$ cat src/hdl/rmq_pkg.sv
// rmq_pkg: widths, stage counts, branch codes and the sideband struct shared by
// the rotation matrix to quaternion pipeline. No dependencies.
package rmq_pkg;

   localparam int ELEM_W    = 16;               // matrix element width
   localparam int FRAC_BITS = 14;               // fraction bits of Q1.14
   localparam int CALC_W    = ELEM_W + 3;       // exact trace / radicand width
   localparam int MAG_W     = ELEM_W + 1;       // magnitude of a raw vector entry
   localparam int NORM_W    = 30;               // bit length after normalizing
   localparam int SHIFT_W   = 5;                // normalizing shift amount
   localparam int LEN_W     = 5;                // bit length of the largest entry
   localparam int SQ_W      = 2 * NORM_W;       // one square
   localparam int SUM_W     = SQ_W + 2;         // sum of four squares
   localparam int SQ_STEPS  = SUM_W / 2 + 1;    // root digits, one per stage
   localparam int SQ_RES_W  = SUM_W + 1;        // working root register
   localparam int ROOT_W    = SUM_W / 2;        // final root width
   localparam int QUO_W     = FRAC_BITS + 1;    // quotient bits, one per stage
   localparam int NUM_W     = NORM_W + FRAC_BITS;
   localparam int OUT_W     = 16;
   localparam int LANES     = 4;
   localparam int MAG_DLY   = 2 + SQ_STEPS;     // squares, sum, root
   localparam int SIDE_DLY  = MAG_DLY + QUO_W + 1;

   localparam logic signed [CALC_W-1:0] ONE_CALC = CALC_W'(1) <<< FRAC_BITS;
   localparam logic signed [OUT_W-1:0]  ONE_OUT  = OUT_W'(1) <<< FRAC_BITS;

   // branch codes
   localparam logic [1:0] BR_TRACE = 2'd0;
   localparam logic [1:0] BR_X     = 2'd1;
   localparam logic [1:0] BR_Y     = 2'd2;
   localparam logic [1:0] BR_Z     = 2'd3;

   // per-beat control that rides alongside the data
   typedef struct packed {
      logic             valid;
      logic [1:0]       branch;
      logic             degenerate;
      logic [LANES-1:0] neg;
   } rmq_side_type;

endpackage

$ cat src/hdl/rmq_sqrt.sv
// rmq_sqrt: pipelined integer square root, one root digit per stage.
// Depends on rmq_pkg.
module rmq_sqrt import rmq_pkg::*; (
   input  logic              clock,
   input  logic              en,
   input  logic [SUM_W-1:0]  rad_in,
   output logic [ROOT_W-1:0] root
);

   logic [SUM_W-1:0]    x_ff   [SQ_STEPS];
   logic [SQ_RES_W-1:0] res_ff [SQ_STEPS];

   for (genvar k = 0; k < SQ_STEPS; k++) begin : g_step
      localparam logic [SQ_RES_W-1:0] STEP_BIT = SQ_RES_W'(1) << (SUM_W - 2 * k);
      logic [SQ_RES_W-1:0] x_cur, res_cur, trial;
      logic [SUM_W-1:0]    x_in;
      logic [SQ_RES_W-1:0] res_in;

      if (k == 0) begin : g_first
         assign x_cur   = SQ_RES_W'(rad_in);
         assign res_cur = '0;
      end else begin : g_next
         assign x_cur   = SQ_RES_W'(x_ff[k-1]);
         assign res_cur = res_ff[k-1];
      end

      // try the next digit
      always_comb begin
         trial = res_cur + STEP_BIT;
         if (x_cur >= trial) begin
            x_in   = SUM_W'(x_cur - trial);
            res_in = (res_cur >> 1) + STEP_BIT;
         end else begin
            x_in   = x_cur[SUM_W-1:0];
            res_in = res_cur >> 1;
         end
      end

      always_ff @(posedge clock) begin
         if (en) begin
            x_ff[k]   <= x_in;
            res_ff[k] <= res_in;
         end
      end
   end

   assign root = res_ff[SQ_STEPS-1][ROOT_W-1:0];

endmodule

$ cat config.mk
export PLATFORM = sky130hd
export DESIGN_NAME = rmq_sqrt
export DESIGN_NICKNAME = d
export VERILOG_FILES = /design/src/hdl/rmq_pkg.sv /design/src/hdl/rmq_sqrt.sv
export SDC_FILE = /design/constraint.sdc
export NUM_CORES = 2
export LEC_CHECK = 0
export BUFFER_PORTS_ARGS = -buffer_cell sky130_fd_sc_hd__buf_2
export CAP_MARGIN = 25
export CORE_MARGIN = 8
export CORE_UTILIZATION = 58
export CTS_CLUSTER_SIZE = 25
export DETAILED_ROUTE_END_ITERATION = 16
export PLACE_DENSITY_LB_ADDON = 0.2
export SYNTH_ARGS = -nofsm -noshare
export SYNTH_HDL_FRONTEND = slang
export SYNTH_SLANG_ARGS = --single-unit
$ cat constraint.sdc
create_clock -name clock -period 5.5 [get_ports clock]
set_input_delay 0.825 -clock clock [delete_from_list [all_inputs] [get_ports clock]]
set_output_delay 0.825 -clock clock [all_outputs]
set_load 0.01 [all_outputs]
==> flow_summary.json <==
{
  "synth_edf_count": 2418,
  "min_from": "rad_in[7]",
  "period_needed_ns": 4.95,
  "cp_max_fo": 9,
  "skew_ns": 0.0815,
  "power_density_nw_per_um2": 415,
  "dp_hpwl_mm": 197,
  "syn_area_per_cell_um2": 12.8,
  "cp_top_family": "simple AND/OR/NAND/NOR gates",
  "critPathBufInv": 0,
  "setup_viol": 0,
  "num_rows": 163,
  "drtIter0Drc": 7040,
  "root_buffer": "clkbuf_16",
  "portBuffers": 94,
  "pwr-share-seq_pct": 47.9,
  "clock_sinks": 2418,
  "p_switching_uw": 15300,
  "outcome": "completed",
  "num_vias": 72200,
  "finalWorstSetupSlack_ns": 0.550,
  "viasPerCell": 5.99,
  "synthCells": 8941,
  "critPathSlowestCell": "nor3_1",
  "post_drt_wl_per_cell_um": 22.0,
  "syn_area_um2": 114000,
  "worst_slew_pin_slew_ns": 1.10,
  "yosys_warnings": 0,
  "layout_commonest_cell": "edfxtp_1",
  "fill_cells": 14400,
  "track_usage_pct": 24.4,
  "swShare_pct": 29.0,
  "cts_hold_buf": 0,
  "gp_congestion": 0.910,
  "grt_pass1_wl_mm": 406,
  "crit_path_cell_trace": "or4_1 -> nor3_1 -> nand3_1 -> nor4_1 -> or4_1 -> nor3_2 -> nor4b_2 -> nand3b_1 -> xnor2_1",
  "synth_top_cell_by_area": "edfxtp_1",
  "vdd_drop_max_uv": 322,
  "drt_first_pass_iters": 7,
  "seq_area_frac_synth_pct": 63.5,
  "grt_max_degree": 143,
  "post_cts_buffers": 0,
  "clk_pin_slew_ns": 0.06,
  "drive_gt1_share_pct": 7.94,
  "ios": 95,
  "wl_mm": 265,
  "cap_violations": 0,
  "cts_tree": "done",
  "ant_nets": 0,
  "dp_slack_ns": 0.698,
  "worstPathArrival_ns": 5.51,
  "post-route-drc-count": 0,
  "required_ns": 6.06,
  "fin_util_pct": 64.5,
  "async_flop_share_pct": 0,
  "slew_viol_final": 0,
  "die_w_um": 460,
  "grt_pass1_vias": 70200,
  "p_clk_share_pct": 32.1,
  "syn-num-nets": 9530,
  "cp-startpoint": "x_ff[1][233]",
  "area_growth_pct": 10.8,
  "slowest_delay_ns": 0.86,
  "mostFrequentLayoutCells": "edfxtp_1, inv_1, nor2_1",
  "initial_core_util_pct": 58.2,
  "rsz0062_at_grt": "no",
  "dieArea_um2": 212000,
  "cts-buffers-inserted": 240,
  "synth_cell_types": 97,
  "hold_class": "in -> reg",
  "cp-start-kind": "flip-flop",
  "cpMostUsedCell": "or4_1",
  "tns_ns": 0,
  "die_h_um": 460,
  "grt_overflow_total": 0,
  "power_frac_comb_pct": 20.0,
  "p_int_uw": 37400,
  "synth.area.top_cells": "edfxtp_1, ha_1, xnor2_1, xor2_1, a21oi_1",
  "antenna_found_initial": 10,
  "post-route-period-util_pct": 90.0,
  "nNetsFinal": 9785,
  "r2r-start": "x_ff[1][233]",
  "htreeDepth": 4,
  "fp.coreArea_um2": 197000,
  "p_leak_uw": 0.0477,
  "insertion_delay_ns": 0.88,
  "synth.top_cell.area_share_pct": 63.5,
  "clockBufferDepth": 3,
  "synth_ff_type": "edfxtp_1",
  "slew_headroom_pct": 25.9,
  "critPathKind": "reg -> reg",
  "synth-seq-cells": 2418,
  "max_freq_ghz": 0.202,
  "cts_resized": 0,
  "hold_violations": 0,
  "setup.worst_path.end_class": "flip-flop"
}
==> Yosys cell counts (34+ instances only) <==
library cell	count
edfxtp_1	2418
inv_1	660
nor2_1	624
a21oi_1	588
ha_1	525
nand2_1	522
xnor2_1	437
xor2_1	376
o21ai_0	338
nor4_1	327
nor3_1	249
a21o_1	222
nand3_1	153
clkbuf_1	136
nand4_1	136
mux2_2	105
nand2b_1	95
o21a_1	91
or3_1	88
or4_1	76
nor2b_1	73
o21bai_1	49
nor4b_1	44
a31oi_1	43
and3_1	41
o31ai_1	38
or2_2	35
a211oi_1	34
==> path summary, 6_finish.rpt <==
path	slack [ns]	cells past startpoint	end
setup / recovery	0.55	9	x_ff[1][296]
hold / removal	0.10	1	x_ff[0][7]
setup reg to reg	0.55	9	x_ff[1][296]
hold reg to reg	0.40	0	x_ff[1][328]
==> sequential cells by signal, indices dropped and copies added, names as in the netlist <==
name and count:
x_ff 1922, res_ff 496
==> cell type report <==
type,count,area (µm²),share of cell area [%]
flip-flops and latches,2418,72600,57.3
multi-input cells,5694,38700,30.5
clock buffers,273,6150,4.85
well taps,2640,3300,2.61
inverters,663,2490,1.97
clock inverters,180,2140,1.69
repair buffers,179,1350,1.07
diodes,2,5.00,0.00395
==> power by group through the flow <==
stage               clock, µW  sequential, µW  combinational [µW]
finish                  16900           25200               10500
detailed placement          0           25600               10300
global route            17900           25400               11600
CTS                     17200           25200               10400
global placement            0           25500               10100
floorplan                   0           24600                7730
==> stage by stage <==
stage | instance area, µm² | hold WS, ns | cells | total power, µW
2_1_floorplan | 114000 | 0.417 | 8941 | 32300
3_3_place_gp | 118000 | 0.422 | 11600 | 35700
3_5_place_dp | 118000 | 0.431 | 11600 | 35900
4_1_cts | 127000 | 0.0313 | 12000 | 52800
5_1_grt | 127000 | 0.0429 | 12000 | 54900
6_report | 127000 | 0.101 | 12000 | 52600
==> metal layers <==
layer  track usage [%]  routed length (µm)  share of wire, %
met5                 0                  34             0.013
met3              3.20               16300               6.1
met1              34.3              114000                43
met2              41.2              128000                49
met4              5.37                5690               2.1
==> cells by family after synthesis <==
logic type                 after synthesis  synth area share (%)
AOI/OAI and AO/OA                     1636                  8.95
xor gates and xnor gates               813                  6.22
adders and majority gates              525                  5.74
buffers and inverters                  829                  2.76
DFF                                   2418                  63.5
muxes                                  117                  1.14
and+or+nand+nor                       2603                  11.7
Power figures use the tool's default switching activity.
