$ cat src/hdl/rmq_pkg.sv
// rmq_pkg: widths, stage counts, branch codes and the sideband struct shared by
// the rotation matrix to quaternion pipeline. No dependencies.
package rmq_pkg;

   localparam int ELEM_W    = 16;               // matrix element width
   localparam int FRAC_BITS = 14;               // fraction bits of Q1.14
   localparam int CALC_W    = ELEM_W + 3;       // exact trace / radicand width
   localparam int MAG_W     = ELEM_W + 1;       // magnitude of a raw vector entry
   localparam int NORM_W    = 30;               // bit length after normalizing
   localparam int SHIFT_W   = 5;                // normalizing shift amount
   localparam int LEN_W     = 5;                // bit length of the largest entry
   localparam int SQ_W      = 2 * NORM_W;       // one square
   localparam int SUM_W     = SQ_W + 2;         // sum of four squares
   localparam int SQ_STEPS  = SUM_W / 2 + 1;    // root digits, one per stage
   localparam int SQ_RES_W  = SUM_W + 1;        // working root register
   localparam int ROOT_W    = SUM_W / 2;        // final root width
   localparam int QUO_W     = FRAC_BITS + 1;    // quotient bits, one per stage
   localparam int NUM_W     = NORM_W + FRAC_BITS;
   localparam int OUT_W     = 16;
   localparam int LANES     = 4;
   localparam int MAG_DLY   = 2 + SQ_STEPS;     // squares, sum, root
   localparam int SIDE_DLY  = MAG_DLY + QUO_W + 1;

   localparam logic signed [CALC_W-1:0] ONE_CALC = CALC_W'(1) <<< FRAC_BITS;
   localparam logic signed [OUT_W-1:0]  ONE_OUT  = OUT_W'(1) <<< FRAC_BITS;

   // branch codes
   localparam logic [1:0] BR_TRACE = 2'd0;
   localparam logic [1:0] BR_X     = 2'd1;
   localparam logic [1:0] BR_Y     = 2'd2;
   localparam logic [1:0] BR_Z     = 2'd3;

   // per-beat control that rides alongside the data
   typedef struct packed {
      logic             valid;
      logic [1:0]       branch;
      logic             degenerate;
      logic [LANES-1:0] neg;
   } rmq_side_type;

endpackage

$ cat src/hdl/rmq_div_lane.sv
// rmq_div_lane: one quaternion component, magnitude scaled by ONE over the
// root, restoring division one quotient bit per stage, round half up, sign.
// Depends on rmq_pkg.
module rmq_div_lane import rmq_pkg::*; (
   input  logic                    clock,
   input  logic                    en,
   input  logic [NORM_W-1:0]       mag,
   input  logic                    neg,
   input  logic [ROOT_W-1:0]       root,
   output logic signed [OUT_W-1:0] comp
);

   logic [NUM_W-1:0]  rem_ff [QUO_W];
   logic [QUO_W-1:0]  quo_ff [QUO_W];
   logic [ROOT_W-1:0] dvs_ff [QUO_W];
   logic              neg_ff [QUO_W];
   logic [QUO_W-1:0]  rnd_in;
   logic signed [OUT_W-1:0] comp_in, comp_ff;

   for (genvar j = 0; j < QUO_W; j++) begin : g_step
      localparam int BIT_POS = QUO_W - 1 - j;
      logic [NUM_W-1:0]  rem_cur, rem_in;
      logic [QUO_W-1:0]  quo_cur, quo_in;
      logic [ROOT_W-1:0] dvs_cur;
      logic              neg_cur;
      logic [NUM_W:0]    sub;

      if (j == 0) begin : g_first
         assign rem_cur = {mag, FRAC_BITS'(0)};
         assign quo_cur = '0;
         assign dvs_cur = root;
         assign neg_cur = neg;
      end else begin : g_next
         assign rem_cur = rem_ff[j-1];
         assign quo_cur = quo_ff[j-1];
         assign dvs_cur = dvs_ff[j-1];
         assign neg_cur = neg_ff[j-1];
      end

      // compare against the shifted divisor
      always_comb begin
         sub    = (NUM_W + 1)'(dvs_cur) << BIT_POS;
         rem_in = rem_cur;
         quo_in = quo_cur;
         if ((NUM_W + 1)'(rem_cur) >= sub) begin
            rem_in          = NUM_W'((NUM_W + 1)'(rem_cur) - sub);
            quo_in[BIT_POS] = 1'b1;
         end
      end

      always_ff @(posedge clock) begin
         if (en) begin
            rem_ff[j] <= rem_in;
            quo_ff[j] <= quo_in;
            dvs_ff[j] <= dvs_cur;
            neg_ff[j] <= neg_cur;
         end
      end
   end

   // round half up and apply the sign
   always_comb begin
      rnd_in = quo_ff[QUO_W-1];
      if ({rem_ff[QUO_W-1], 1'b0} >= (NUM_W + 1)'(dvs_ff[QUO_W-1])) begin
         rnd_in = rnd_in + QUO_W'(1);
      end
      comp_in = neg_ff[QUO_W-1] ? -OUT_W'(rnd_in) : OUT_W'(rnd_in);
   end

   always_ff @(posedge clock) begin
      if (en) begin
         comp_ff <= comp_in;
      end
   end

   assign comp = comp_ff;

endmodule

$ cat config.mk
export PLATFORM = sky130hd
export DESIGN_NAME = rmq_div_lane
export DESIGN_NICKNAME = d
export VERILOG_FILES = /design/src/hdl/rmq_pkg.sv /design/src/hdl/rmq_div_lane.sv
export SDC_FILE = /design/constraint.sdc
export NUM_CORES = 2
export LEC_CHECK = 0
export ABC_AREA = 1
export ABC_CLOCK_PERIOD_IN_PS = 3600
export BUFFER_PORTS_ARGS = -buffer_cell sky130_fd_sc_hd__clkbuf_2
export CAP_MARGIN = 20
export CORE_MARGIN = 2
export CORE_UTILIZATION = 65
export CTS_CLUSTER_SIZE = 10
export DETAILED_ROUTE_END_ITERATION = 8
export PLACE_DENSITY = 0.82
export SYNTH_ARGS = -nofsm -noshare
export SYNTH_HDL_FRONTEND = slang
export SYNTH_SLANG_ARGS = --single-unit
$ cat constraint.sdc
create_clock -name clock -period 3.6 [get_ports clock]
set_input_delay 0.72 -clock clock [delete_from_list [all_inputs] [get_ports clock]]
set_output_delay 0.72 -clock clock [all_outputs]
set_load 0.05 [all_outputs]
==> key figures <==
Floorplanning
  • Die Height: 342 um
  • Initial core utilization: 65.3%
  • Core area: 114000 um^2
  • Die ar.: 117000 um^2
  • Die Width: 342 um
  • Site row count: 124
  • IO Pins: 80

Timing
  • Fin. Hold Viols: 0
  • Setup tns final: 0 ps
  • Final setup fails: 0
  • Period utilization: 96.8%
  • Fmax: 287 MHz
  • Max Transition Viols Final: 0
  • Unrepaired setup endpoints after global routing: no
  • Post-route setup slack: 115 ps
  • Crit path time final: 3490 ps
  • Layout Skew: 41.2 ps
  • Slew of the pin with the lowest slew margin: 1030 ps
  • Fin Hold WS: 138 ps
  • Slew HR: 31.2%

Layout
  • Area growth, synth to finish: 9.48%
  • # fillers: 8533
  • Area of the multi-input gates: 33800 um^2
  • Design area: 81500 um^2
  • Sequential cell area: 35200 um^2
  • Non-filler cells, final: 10400
  • Final core utilization: 71.5%
  • Share of cells above drive strength 1: 6.12%
  • Final #Nets: 9369

Detailed routing
  • Vias per inst: 6.13
  • Antenna Nets Post-Route: 0
  • Final wirelength: 232000 um
  • Average wire per standard cell: 22.4 um
  • DR vias: 63500
  • Initial DRC count: 7911
  • Detailed Routing Iterations Pass 1: 9
  • Post-route DRC: 2

Worst setup path
  • Crit path launch type: register
  • Required time of the critical path: 4110 ps
  • Largest stage delay on the critical path: 610 ps
  • Worst path slowest cell: a21boi_1
  • Critical path's top delay family: compound AO/OA/AOI/OAI gates
  • R2R Setup Slk: 110 ps
  • Critical setup path kind: register to register
  • Arr. time, crit path: 3990 ps
  • Cells along the critical path: ha_1, a21oi_1, nand2_1, a21boi_1, o21ai_0, a21oi_1, buf_4, o21ai_1, nand3_1, nand2_1, nor2_1, xor2_1
  • Crit path buf inv count: 1
  • Critical Path End Type: register
  • Crit path max fanout: 4

CTS
  • CTS resizes: 0
  • Cts bufs inserted: 142
  • Clk buf depth: 3
  • H-tree Lvls: 4
  • CTS tree: done
  • Hold_buf cts: 0
  • Clock sink total: 1171
  • Number of setup buffers added after CTS: 0
  • Clk_lat worst skew: 790 ps
  • Clock transition at path regs: 50 ps
  • Root Buffer: clkbuf_16

Job
  • # Max-Cap Violations: 0

Place
  • HPWL Detailed: 181000 um
  • Cell total after placement: 10200
  • Port Buffers: 79
  • Worst slack, placed: 172 ps
  • Post-DP Area: 77500 um^2
  • GPL Wtd Cong: 1.03

Worst hold path
  • HP Class: input pin to register

Global route
  • First-pass GRT wire length: 349000 um
  • Total grt overflow: 0
  • Largest net degree at the start of global routing: 120
  • Number of global-route vias before repair: 60600
  • All-Layer GR Usage: 39.0%
  • Initial antenna violation count: 7

Synth
  • Count of cell types in the netlist: 60
  • Top cell type's share of synthesized area: 47.2%
  • Mapped Area: 74400 um^2
  • Synth Instances: 8541
  • Synth area leaders: edfxtp_1, nand2_1, ha_1, inv_1, nor2_1
  • Avg Inst Size Synth: 8.72 um^2
  • Area leader, netlist: edfxtp_1
  • YS warnings: 0
  • Asr flop ratio synth: 0%
  • Number of flops mapped to enable cells by yosys: 1171
  • Seq/Total Area, Yosys: 47.2%
  • Synth Flop Type: edfxtp_1
  • Seq cells post-synth: 1171
  • Syn_nets: 9116

Status
  • Failing checks: design-rule violations
  • Outcome: finished with violations

Pwr
  • Clock power share: 19.3%
  • Net Sw Frac: 43.1%
  • Pint: 38.4 mW
  • Pwr Density: 827 nW/um^2
  • Static Leakage: 34.4 nW
  • Combinational Power Share: 46.6%
  • Overall Power: 67.4 mW
  • VDD IR max: 608 uV
  • P_sw: 29.0 mW
  • Register share of total power: 34.1%
final cells by class:
cell class / instances / share of cell area [%]
multi-input cells: 5977 / 41.5
repair buffers: 214 / 2.19
diodes: 1 / 0.00307
clock buffers: 163 / 4.51
clock inverters: 34 / 0.416
flip-flops and latches: 1171 / 43.1
inverters: 1288 / 5.95
well taps: 1512 / 2.32
power groups by stage:
stage	Combinational (mW)	Sequential, mW	Clock (mW)
2_1_floorplan	21.6	21.4	0
3_3_place_gp	29.5	23.0	0
3_5_place_dp	30.1	23.0	0
4_1_cts	30.4	22.8	13.1
5_1_grt	34.3	23.1	13.5
6_report	31.4	23.0	13.0
flip-flops by register name (all words and copies together), names as in the netlist:
signal  count
comp       16
dvs_ff    465
neg_ff     15
quo_ff    120
rem_ff    555
logic make-up (layout without fill, tap and decap cells):
family	after synthesis	count (layout)	share of synthesized area (%)
and+or+nand+nor	3269	3269	18.1
AOI/OAI and AO/OA	1755	1755	13.3
buffers and inverters	1393	1699	7.40
DFF	1171	1171	47.2
adders and majority gates	511	511	8.74
xor gates and xnor gates	442	442	5.20
other	0	1	0
path summary, 6_finish.rpt:
check                               startpoint              to  cells after the start
worst max-delay path            rem_ff[1][179]  rem_ff[1][254]                     12
worst min-delay path                       neg    neg_ff[0][0]                      1
worst max register to register  rem_ff[1][179]  rem_ff[1][254]                     12
worst min register to register   quo_ff[1][84]   quo_ff[1][99]                      0
cell usage after synthesis, types with 7 or more instances:
library cell     n
o211ai_1        31
ha_1           496
buf_4           13
a21o_1          72
inv_2           14
o21ai_1        248
a21oi_1        602
clkbuf_1        24
fa_1            15
nand2_1       1825
nand3_1        260
nor3_1          86
and3_1          21
a31oi_1        117
a211oi_1        20
edfxtp_1      1171
inv_1         1272
buf_2           42
nor2_1         825
xor2_1         188
a21oi_2         17
o21a_1          51
a221oi_1        16
nor4_1          43
buf_6           22
nand2_2         13
o21ai_2         18
a21boi_0        13
o21bai_1        51
xnor2_1        254
o21ai_0        460
or2_2           64
a21boi_1         7
nand4_1         99
routing by layer:
layer,share of wire (%),global-route usage (%)
met2,44,59.8
met5,0.025,0
met1,40,52.3
met3,11,8.40
met4,5.7,20.0
cell usage in the layout, fill, tap and decap left out, types with 16 or more instances in the layout:
cell / count
buf_12: 29
clkbuf_1: 19
clkbuf_2: 78
ha_1: 496
o21ai_0: 459
xnor2_1: 254
nor4_1: 42
a211oi_1: 20
o211ai_1: 31
o21ai_2: 18
nand2_1: 1825
xor2_1: 188
clkbuf_16: 144
a21oi_2: 17
o21a_1: 51
nand4_1: 99
nand3_1: 259
a221oi_1: 16
and3_1: 21
inv_1: 1272
nor3_1: 86
o21ai_1: 249
a21oi_1: 601
o21bai_1: 51
nor2_1: 825
a21o_1: 72
a31oi_1: 117
edfxtp_1: 1171
or2_2: 64
buf_4: 106
(Power assumes the default switching activity.)
